$ cat src/rtl/smstep_pkg.sv
`default_nettype none
package smstep_pkg;

    // program counter width: holds any 16-bit jump target plus one increment
    localparam int PC_W = 17;

    // input commands
    localparam logic [1:0] CMD_WRITE   = 2'd0;
    localparam logic [1:0] CMD_STEP    = 2'd1;
    localparam logic [1:0] CMD_RESTART = 2'd2;

    // opcodes
    localparam logic [3:0] OP_LOAD_CONST = 4'd0;
    localparam logic [3:0] OP_PRINT      = 4'd1;
    localparam logic [3:0] OP_EXIT       = 4'd2;
    localparam logic [3:0] OP_POP        = 4'd3;
    localparam logic [3:0] OP_ADD        = 4'd4;
    localparam logic [3:0] OP_DIV        = 4'd5;
    localparam logic [3:0] OP_EQ         = 4'd6;
    localparam logic [3:0] OP_NEQ        = 4'd7;
    localparam logic [3:0] OP_DUP        = 4'd8;
    localparam logic [3:0] OP_JMP        = 4'd9;
    localparam logic [3:0] OP_JMPZ       = 4'd10;
    localparam logic [3:0] OP_WRITE      = 4'd11;
    localparam logic [3:0] OP_WRITE_CHAR = 4'd12;

    // result status
    localparam logic [2:0] ST_OK      = 3'd0;
    localparam logic [2:0] ST_HALTED  = 3'd1;
    localparam logic [2:0] ST_UNDER   = 3'd2;
    localparam logic [2:0] ST_DIVZERO = 3'd3;
    localparam logic [2:0] ST_BADPC   = 3'd4;
    localparam logic [2:0] ST_OVER    = 3'd5;
    localparam logic [2:0] ST_BADOP   = 3'd6;
    localparam logic [2:0] ST_NOTRUN  = 3'd7;

    // emitted value kind
    localparam logic [1:0] KIND_NONE  = 2'd0;
    localparam logic [1:0] KIND_PRINT = 2'd1;
    localparam logic [1:0] KIND_DEC   = 2'd2;
    localparam logic [1:0] KIND_CHAR  = 2'd3;

    // machine run mode
    localparam logic [1:0] MODE_RUN   = 2'd0;
    localparam logic [1:0] MODE_HALT  = 2'd1;
    localparam logic [1:0] MODE_FAULT = 2'd2;

    typedef enum logic [2:0] {
        S_IDLE,
        S_DECODE,
        S_READ1,
        S_READ2,
        S_EXEC,
        S_DIV,
        S_DONE
    } t_state;

    // controller to datapath
    typedef struct packed {
        logic accept;     // capture input transaction
        logic decode;     // run command, issue fetch and top read
        logic rd_top;     // capture program word and top, issue second read
        logic rd_sec;     // capture second item
        logic commit;     // update machine state from the execute result
        logic div_start;  // launch the divider
        logic emit;       // load the output register
    } t_ctrl_cmd;

    // datapath to controller
    typedef struct packed {
        logic go_fetch;   // step command may fetch
        logic div_go;     // instruction needs the divider
        logic div_done;   // quotient ready
        logic out_free;   // output register can take a result
    } t_ctrl_sts;

endpackage
`default_nettype wire

$ cat src/rtl/smstep_ctrl.sv
`default_nettype none
module smstep_ctrl (
    input  wire                    i_clk,
    input  wire                    i_rst_n,
    input  wire                    i_in_valid,
    output logic                   o_in_ready,
    input  smstep_pkg::t_ctrl_sts  i_sts,
    output smstep_pkg::t_ctrl_cmd  o_cmd
);

    smstep_pkg::t_state r_state, n_state;

    always_ff @(posedge i_clk) begin
        if (!i_rst_n) begin
            r_state <= smstep_pkg::S_IDLE;
        end else begin
            r_state <= n_state;
        end
    end

    // next state
    always_comb begin
        n_state = r_state;
        unique case (r_state)
            smstep_pkg::S_IDLE:   if (i_in_valid) n_state = smstep_pkg::S_DECODE;
            smstep_pkg::S_DECODE: begin
                n_state = i_sts.go_fetch ? smstep_pkg::S_READ1 : smstep_pkg::S_DONE;
            end
            smstep_pkg::S_READ1:  n_state = smstep_pkg::S_READ2;
            smstep_pkg::S_READ2:  n_state = smstep_pkg::S_EXEC;
            smstep_pkg::S_EXEC: begin
                n_state = i_sts.div_go ? smstep_pkg::S_DIV : smstep_pkg::S_DONE;
            end
            smstep_pkg::S_DIV:    if (i_sts.div_done) n_state = smstep_pkg::S_DONE;
            smstep_pkg::S_DONE:   if (i_sts.out_free) n_state = smstep_pkg::S_IDLE;
            default:              n_state = smstep_pkg::S_IDLE;
        endcase
    end

    // outputs
    always_comb begin
        o_cmd      = '0;
        o_in_ready = 1'b0;
        unique case (r_state)
            smstep_pkg::S_IDLE: begin
                o_in_ready   = 1'b1;
                o_cmd.accept = i_in_valid;
            end
            smstep_pkg::S_DECODE: o_cmd.decode = 1'b1;
            smstep_pkg::S_READ1:  o_cmd.rd_top = 1'b1;
            smstep_pkg::S_READ2:  o_cmd.rd_sec = 1'b1;
            smstep_pkg::S_EXEC: begin
                o_cmd.commit    = !i_sts.div_go;
                o_cmd.div_start = i_sts.div_go;
            end
            smstep_pkg::S_DIV:    o_cmd.commit = i_sts.div_done;
            smstep_pkg::S_DONE:   o_cmd.emit = i_sts.out_free;
            default: ;
        endcase
    end

endmodule
`default_nettype wire

$ cat config.mk
export PLATFORM = sky130hd
export DESIGN_NAME = smstep_ctrl
export DESIGN_NICKNAME = d
export VERILOG_FILES = /design/src/rtl/smstep_pkg.sv /design/src/rtl/smstep_ctrl.sv
export SDC_FILE = /design/constraint.sdc
export NUM_CORES = 1
export LEC_CHECK = 0
export ABC_AREA = 1
export BUFFER_PORTS_ARGS = -buffer_cell sky130_fd_sc_hd__buf_2
export CORE_AREA = 2 2 39 41
export DETAILED_ROUTE_END_ITERATION = 7
export DIE_AREA = 0 0 41 43
export SETUP_SLACK_MARGIN = 0.4
export SYNTH_ARGS = -nofsm -noshare
export SYNTH_HDL_FRONTEND = slang
export SYNTH_SLANG_ARGS = --single-unit
$ cat constraint.sdc
create_clock -name i_clk -period 1.3 [get_ports i_clk]
set_input_delay 0.065 -clock i_clk [delete_from_list [all_inputs] [get_ports i_clk]]
set_output_delay 0.065 -clock i_clk [all_outputs]
set_load 0.02 [all_outputs]
---- After elaboration in Yosys (flattened, before gate mapping) ----
Cells that the tools add are included.
operators by class
  equal/unequal tests ..................... 9
  mux-type cells .......................... 14
  reductions and logical operators ........ 3
operators by type and width
  operator              number
  $pmux W3 S7           1
  $mux W3               4
  $eq A3 B3 Y1 const B  3
  $mux W1               7
  $eq A3 B2 Y1 const B  2
  $ne A2 B2 Y1 const B  3
  $eq A3 B1 Y1 const B  1
  $logic_not A3 Y1      1
  $reduce_and A3 Y1     1
  $mux W2               1
  $pmux W1 S2           1
  $logic_not A1 Y1      1
storage, ports and cells
  flip-flop bits (word level) ............. 3
  bits of input ports ..................... 7
  output and inout port bits .............. 8

---- Longest topological paths before layout ----
Gate-level depths: netlist (run 1).
  depth in word-level cells ............... 3
  mapped depth ............................ 6
  mapped depth without buffers ............ 6

---- Worst setup path after synthesis (run 1) ----
No wires, ideal clock.
  path type ............................... reg2out
  start ................................... register r_state[2]
  end ..................................... output o_cmd[1] in the netlist's numbering
  data arrival time ....................... 1.099 ns
  data required time ...................... 1.235 ns
  path slack .............................. 0.136 ns
  cell stages (with the launch flop) ...... 5
  buffers on the path ..................... 0
  path through ............................ dfxtp_1 > inv_2 > nor2_4 > inv_1 > nor3_1
RTL lines
  what                    line               text
  from (decl)             smstep_ctrl.sv:11  smstep_pkg::t_state r_state, n_state;
  from (signal assigned)  smstep_ctrl.sv:15  r_state <= smstep_pkg::S_IDLE;
  from (signal assigned)  smstep_ctrl.sv:17  r_state <= n_state;
  to (decl)               smstep_ctrl.sv:8   output smstep_pkg::t_ctrl_cmd o_cmd

==> results.ini, run 1 <==
[detailed_routing]
drtIter0Drc = 7
drc = 0
dr.pass1.iters = 4
wire_per_inst_um = 9.121
vias = 392
drt_wl_total_um = 830
vias_per_cell = 4.308
antenna_left = 0

[worst_setup_path]
crit_slowest_cell = dfxtp_4
required_ps = 1240
worst_r2r_path_depth = 6
critPathMaxStageDelay_ps = 360
crit_chain = buf_6 -> o32ai_4 -> buf_6
reg2reg_from = r_state[1]$_SDFFE_PN0P_
r2r-end = r_state[0]$_SDFFE_PN0P_
crit_family = flip-flops
end_kind = output pin
path_buf_inv = 2
cpMostUsedCell = buf_6
critPathArrivalTime_ps = 1110
cp-start-kind = register
cp_max_fo = 4
worstSetupPathType = reg -> out
r2r_slack_ps = 230

[logic_synthesis]
synth.area.top_cells = dfxtp_1 21%, inv_1 13%, nand2_1 13%
synth_area_leader_cell = dfxtp_1
synth_top_area_frac = 0.2105
synthSimpleGateAreaFrac = 0.5439
synth_xor_area_frac = 0
synth_edf_count = 0
async_reset_ff_frac = 0
ys_types = 16
synth_nets = 57
syn-cell-area_um2 = 285.3
synthMuxAreaShare = 0
synth_seq_cells = 3
yosys.area_share.adder = 0
synth_common_cells = 10 x inv_1, 10 x nand2_1, 9 x nor2_1
synthCells = 50
yosysSeqAreaShare = 0.2105
synth_top_family_by_area = simple AND/OR/NAND/NOR gates
syn-mean-instance-area_um2 = 5.705
yosys_warnings = 0
synth_ff_type = dfxtp_1
synth_compound_area_frac = 0.07018

[global_routing]
first_global_vias = 324
overflow = 0
antenna_found_initial = 0
grt_max_degree = 7
grt_pass1_wl_um = 1331
grt_usage = 0.1103

[layout]
finalCoreUtilization = 0.4385
largest_reg_flops = 3
top_register = r_state
postLayoutCellArea_um2 = 606.8
final_nets = 83
drive_above_1_share = 0.6667
num_antenna_cells = 0
top_regs = r_state x3
area_delta_synth_final_pct = 112.7

[sta]
setup_viol = 0
fin_skew_ps = 3.013
drv_slew = 0
setup_tns_ps = 0
fin_crit_ps = 1177
period_share = 0.9051
rsz0062_at_grt = yes
fmax_mhz = 849.9
final_hold_viol_count = 0
max-slew-margin-rel = 0.8671
tightest_slew_ps = 199.3

[worst_hold_path]
min_from = i_rst_n
hp-class = in -> reg
hold_end = r_state[0]$_SDFFE_PN0P_
hold_depth = 3

[floorplanning]
dieArea_um2 = 1763
die_w_um = 41
start_util = 0.2061
row_count = 14
die_h_um = 43
coreArea_um2 = 1384
pin_count = 15

[cts]
numCtsBuffers = 3
htree_levels = 1
clock_path_buffers = 2
insertion_delay_ps = 230
path_clk_slew_ps = 40
cts_sinks = 3
cts_tree = done
root_buffer = clkbuf_4

[pwr]
ir_drop_mv = 0.6519
power.leakage_nw = 0.3139
power_density_nw_per_um2 = 2458

[place]
dp_hpwl_um = 573.5
place_area_um2 = 437.9
gp_congestion = 0.7737
portBuffers = 14

[run]
maxCapViolCount = 0

[run_status]
status = finished clean

==> worst reg2reg max path: stages (launching register included) <==
cell,delay [ps]
dfxtp_4,420
nor2_4,60
buf_4,130
nand3_2,80
clkinv_1,70
a31oi_1,150
nor2_1,50
==> worst max-delay path by stage <==
stage | start | end | slack, ps | cells after the start
2_1_floorplan | r_state[1]$_SDFFE_PN0P_ | r_state[0]$_SDFFE_PN0P_ | 360 | 5
3_3_place_gp | r_state[0]$_SDFFE_PN0P_ | r_state[1]$_SDFFE_PN0P_ | 190 | 5
3_5_place_dp | r_state[0]$_SDFFE_PN0P_ | r_state[1]$_SDFFE_PN0P_ | 170 | 5
4_1_cts | r_state[2]$_SDFFE_PN0P_ | o_cmd[2] | 120 | 5
5_1_grt | r_state[2]$_SDFFE_PN0P_ | o_cmd[2] | 70 | 5
6_report | r_state[0]$_SDFFE_PN0P_ | o_cmd[2] | 120 | 3
==> cells in the final DEF (no fill, tap or decap), types with 2 or more instances in the layout <==
master    n
nand3_2   3
nor2_2    3
nor3_4    3
nand2_2   4
buf_2     6
inv_4     2
nor2_4    2
inv_1     7
inv_2     2
buf_4     8
dfxtp_4   3
clkbuf_4  3
nor2_1    6
buf_6     8
nand2_1   6
nand3_1   3
==> report_power, final <==
group,internal (mW),total (mW),switching [mW],leakage [nW]
Clock,0.115,0.165,0.0499,0.0150
Sequential,0.160,0.254,0.0943,0.0267
Combinational,0.505,1.07,0.568,0.272
Total,0.780,1.49,0.712,0.314
==> stage by stage <==
step                power, mW  hold WS (ps)  instances  setup WS, ps
floorplan              0.7882         177.2         50         358.4
global placement       0.9283         312.4         80         191.8
detailed placement     0.9374         313.1         80         169.2
CTS                     1.327         55.01         89         116.2
global route            1.618         53.82         91         67.49
finish                  1.492         57.55         91         123.4
==> kinds of logic after synthesis <==
| family | Yosys count |
|---|---|
| simple gates | 31 |
| flops | 3 |
| buf+inv | 13 |
| compound gates | 3 |
==> layer usage <==
layer / vias to the layer above / GRT usage / wire length (um)
met5: - / 0 / 0
met4: 0 / 0.06000 / 17
met3: 2 / 0.01571 / 39
met2: 12 / 0.1531 / 413
met1: 173 / 0.1571 / 360
li1: 205 / - / -
==> final cells by class <==
class,count,area [um^2]
Clock buffer,4,26.28
Fill cell,149,777.0
Inverter,12,50.05
Multi-Input combinational cell,34,259.0
Sequential cell,3,71.32
Tap cell,16,20.02
Timing Repair Buffer,22,180.2
==> what timing repair did <==
| action | 4_1_cts | 5_1_grt |
|---|---|---|
| setup endpoints to repair | 11 | 11 |
| resized for setup | 17 | 14 |
| buffers inserted | 5 | 2 |
| hold buffers | 0 | 0 |
| pin swaps | 0 | 5 |
Note: power is estimated with default switching activity, not from simulation.
==> run 2, diff against run 1 <==
Settings changed: PLACE_DENSITY set to 0.5.
Clock period 1.3 ns to 1.26 ns, I/O delays scaled along.
==> run 2 against run 1 <==
Against the previous run:
- clock skew grew 2.8 ps
- sequential share of layout area grew 1.2 points
- count of clock-buffer cells in the layout is the same
- global-route usage shrank 0.41 points
- cell area shrank 9.1%
- sequential cell count is the same
- critical path depth grew 1
- total power shrank 8.6%
- register-to-register slack lost 80 ps
- combinational power shrank 15%
- first-iteration DRC count shrank 43%
- sequential power grew 12%
==> results.ini, run 2 (same netlist as run 1, synthesis figures left out) <==
[global_routing]
overflow = 0  ; unchanged
grt_max_degree = 11  ; was 7
first_global_vias = 306  ; was 324
antenna_found_initial = 0  ; unchanged
grt_pass1_wl_um = 1242  ; was 1331 um
grt_usage = 0.1062  ; was 0.1103

[detailed_routing]
antenna_left = 0  ; unchanged
vias_per_cell = 4.156  ; was 4.308
drtIter0Drc = 4  ; was 7
drc = 0  ; unchanged
wl_met3_um = 37  ; was 39 um
routed-wl-met2_um = 373  ; was 413 um
vias = 374  ; was 392
routed.top_layer = met3  ; was met4
met1Wirelength_um = 343  ; was 360 um
wire_per_inst_um = 8.367  ; was 9.121 um
drt_wl_total_um = 753  ; was 830 um
dr.pass1.iters = 2  ; was 4

[sta]
worst_slack_ps = 112.9  ; was 123.4 ps
tightest_slew_ps = 199.4  ; was 199.3 ps
fmax_mhz = 871.7
period_share = 0.9104
fin_skew_ps = 5.778  ; was 3.013 ps
final_hold_viol_count = 0  ; unchanged
fin_crit_ps = 1147
drv_slew = 0  ; unchanged
max-slew-margin-rel = 0.8671  ; about the same
setup_tns_ps = 0  ; unchanged
setup_viol = 0  ; unchanged
rsz0062_at_grt = yes  ; unchanged

[worst_setup_path]
crit_chain = nor2_4 -> nand2_2 -> o32ai_4 -> buf_6  ; was buf_6 -> o32ai_4 -> buf_6
crit_slowest_cell = dfxtp_4  ; unchanged
crit_family = flip-flops  ; unchanged
required_ps = 1200  ; was 1240 ps
cp_max_fo = 6  ; was 4
cp-start-kind = register  ; unchanged
worstSetupPathType = reg -> out  ; unchanged
end_kind = output pin  ; unchanged
path_buf_inv = 1  ; was 2
critPathArrivalTime_ps = 1080  ; was 1110 ps
critPathMaxStageDelay_ps = 370  ; was 360 ps

[cts]
numCtsBuffers = 3  ; unchanged
cts_tree = done  ; unchanged
clock_path_buffers = 2  ; unchanged
root_buffer = clkbuf_4  ; unchanged
path_clk_slew_ps = 40  ; about the same
cts_sinks = 3  ; unchanged
insertion_delay_ps = 230  ; about the same
htree_levels = 1  ; unchanged

[layout]
final_common_cell = buf_4
largest_reg_flops = 3  ; unchanged
top_regs = r_state x3  ; unchanged
fillers = 161  ; was 149
drive_above_1_share = 0.6351  ; was 0.6667
area_delta_synth_final_pct = 93.42  ; was 112.7%
final_nets = 82  ; was 83
layout_common_cells = 12 x buf_4, 8 x inv_1, 7 x nand2_1, 7 x buf_2, 6 x nor2_1  ; was 8 x buf_6, 8 x buf_4, 7 x inv_1
top_register = r_state  ; unchanged
num_antenna_cells = 0  ; unchanged

[floorplanning]
die_h_um = 43  ; unchanged
pin_count = 15  ; unchanged
start_util = 0.2061  ; unchanged
row_count = 14  ; unchanged
dieArea_um2 = 1763  ; unchanged
coreArea_um2 = 1384  ; unchanged
die_w_um = 41  ; unchanged

[place]
portBuffers = 14  ; unchanged
gp_congestion = 0.7522  ; was 0.7737
dp_hpwl_um = 597.2  ; was 573.5 um
pre_cts_ws_ps = 96.11  ; was 169.2 ps

[run_status]
status = finished clean  ; unchanged

[worst_hold_path]
hp-class = in -> reg  ; unchanged

[pwr]
power_density_nw_per_um2 = 2470  ; was 2458 nW/um^2
finalPower_mw = 1.363  ; was 1.492 mW
power.leakage_nw = 0.3017  ; was 0.3139 nW
ir_drop_mv = 1.146  ; was 0.6519 mV

[run]
maxCapViolCount = 0  ; unchanged

[run 2: cell count changes in the layout (fill, tap and decap cells not counted), sizes merged]
cell	previous run	this run
buf	22	21
[run 2: metrics by stage]
step	instance area, um^2	hold WS, ps	utilization	std cells
2_1_floorplan	355.3	175.2	-	50
3_3_place_gp	441.7	315.7	0.3192	80
3_5_place_dp	441.7	318.8	0.3192	80
4_1_cts	544.3	68.00	0.3933	90
5_1_grt	551.8	73.98	0.3987	90
6_report	551.8	75.44	0.3987	90
[run 2: power by group]
group / switching, mW / internal [mW]
Combinational: 0.487 / 0.420
Sequential: 0.119 / 0.165
Clock: 0.0524 / 0.119
[run 2: per-layer routing]
layer,global-route usage,up-vias
li1,-,203
met1,0.1470,161
met2,0.1313,10
met3,0.03141,0
met4,0.08000,0
met5,0,-
[run 2: final cells by class]
cell class / count / area, um^2 / area share
Sequential cell: 3 / 71.32 / 0.1293
Clock buffer: 4 / 26.28 / 0.04762
Timing Repair Buffer: 21 / 147.6 / 0.2676
Multi-Input combinational cell: 34 / 239.0 / 0.4331
Inverter: 12 / 47.55 / 0.08617
Tap cell: 16 / 20.02 / 0.03628
[run 2: repair_timing]
action | in CTS | in global routing
hold buffers | 0 | 0
setup endpoints to repair | 11 | 11
hold endpoints to repair | 0 | 0
gates resized for setup | 13 | 3
setup buffers | 6 | 0
pin swaps | 1 | 1
[run 2: path summary, 6_finish.rpt]
| path | slack [ps] | end | cells past startpoint | from |
|---|---|---|---|---|
| setup / recovery | 110 | o_cmd[2] | 4 | r_state[1]$_SDFFE_PN0P_ |
| hold / removal | 80 | r_state[0]$_SDFFE_PN0P_ | 3 | i_rst_n |
| setup reg to reg | 150 | r_state[1]$_SDFFE_PN0P_ | 7 | r_state[2]$_SDFFE_PN0P_ |
| hold reg to reg | 610 | r_state[1]$_SDFFE_PN0P_ | 3 | r_state[1]$_SDFFE_PN0P_ |
[run 2: worst register-to-register path, cell delays in order (launching register included)]
cell     delay [ps]
dfxtp_4         370
inv_4            40
buf_4           130
buf_4           120
nand3_2         100
nand3_2          90
a21oi_2         120
nor2_2           30
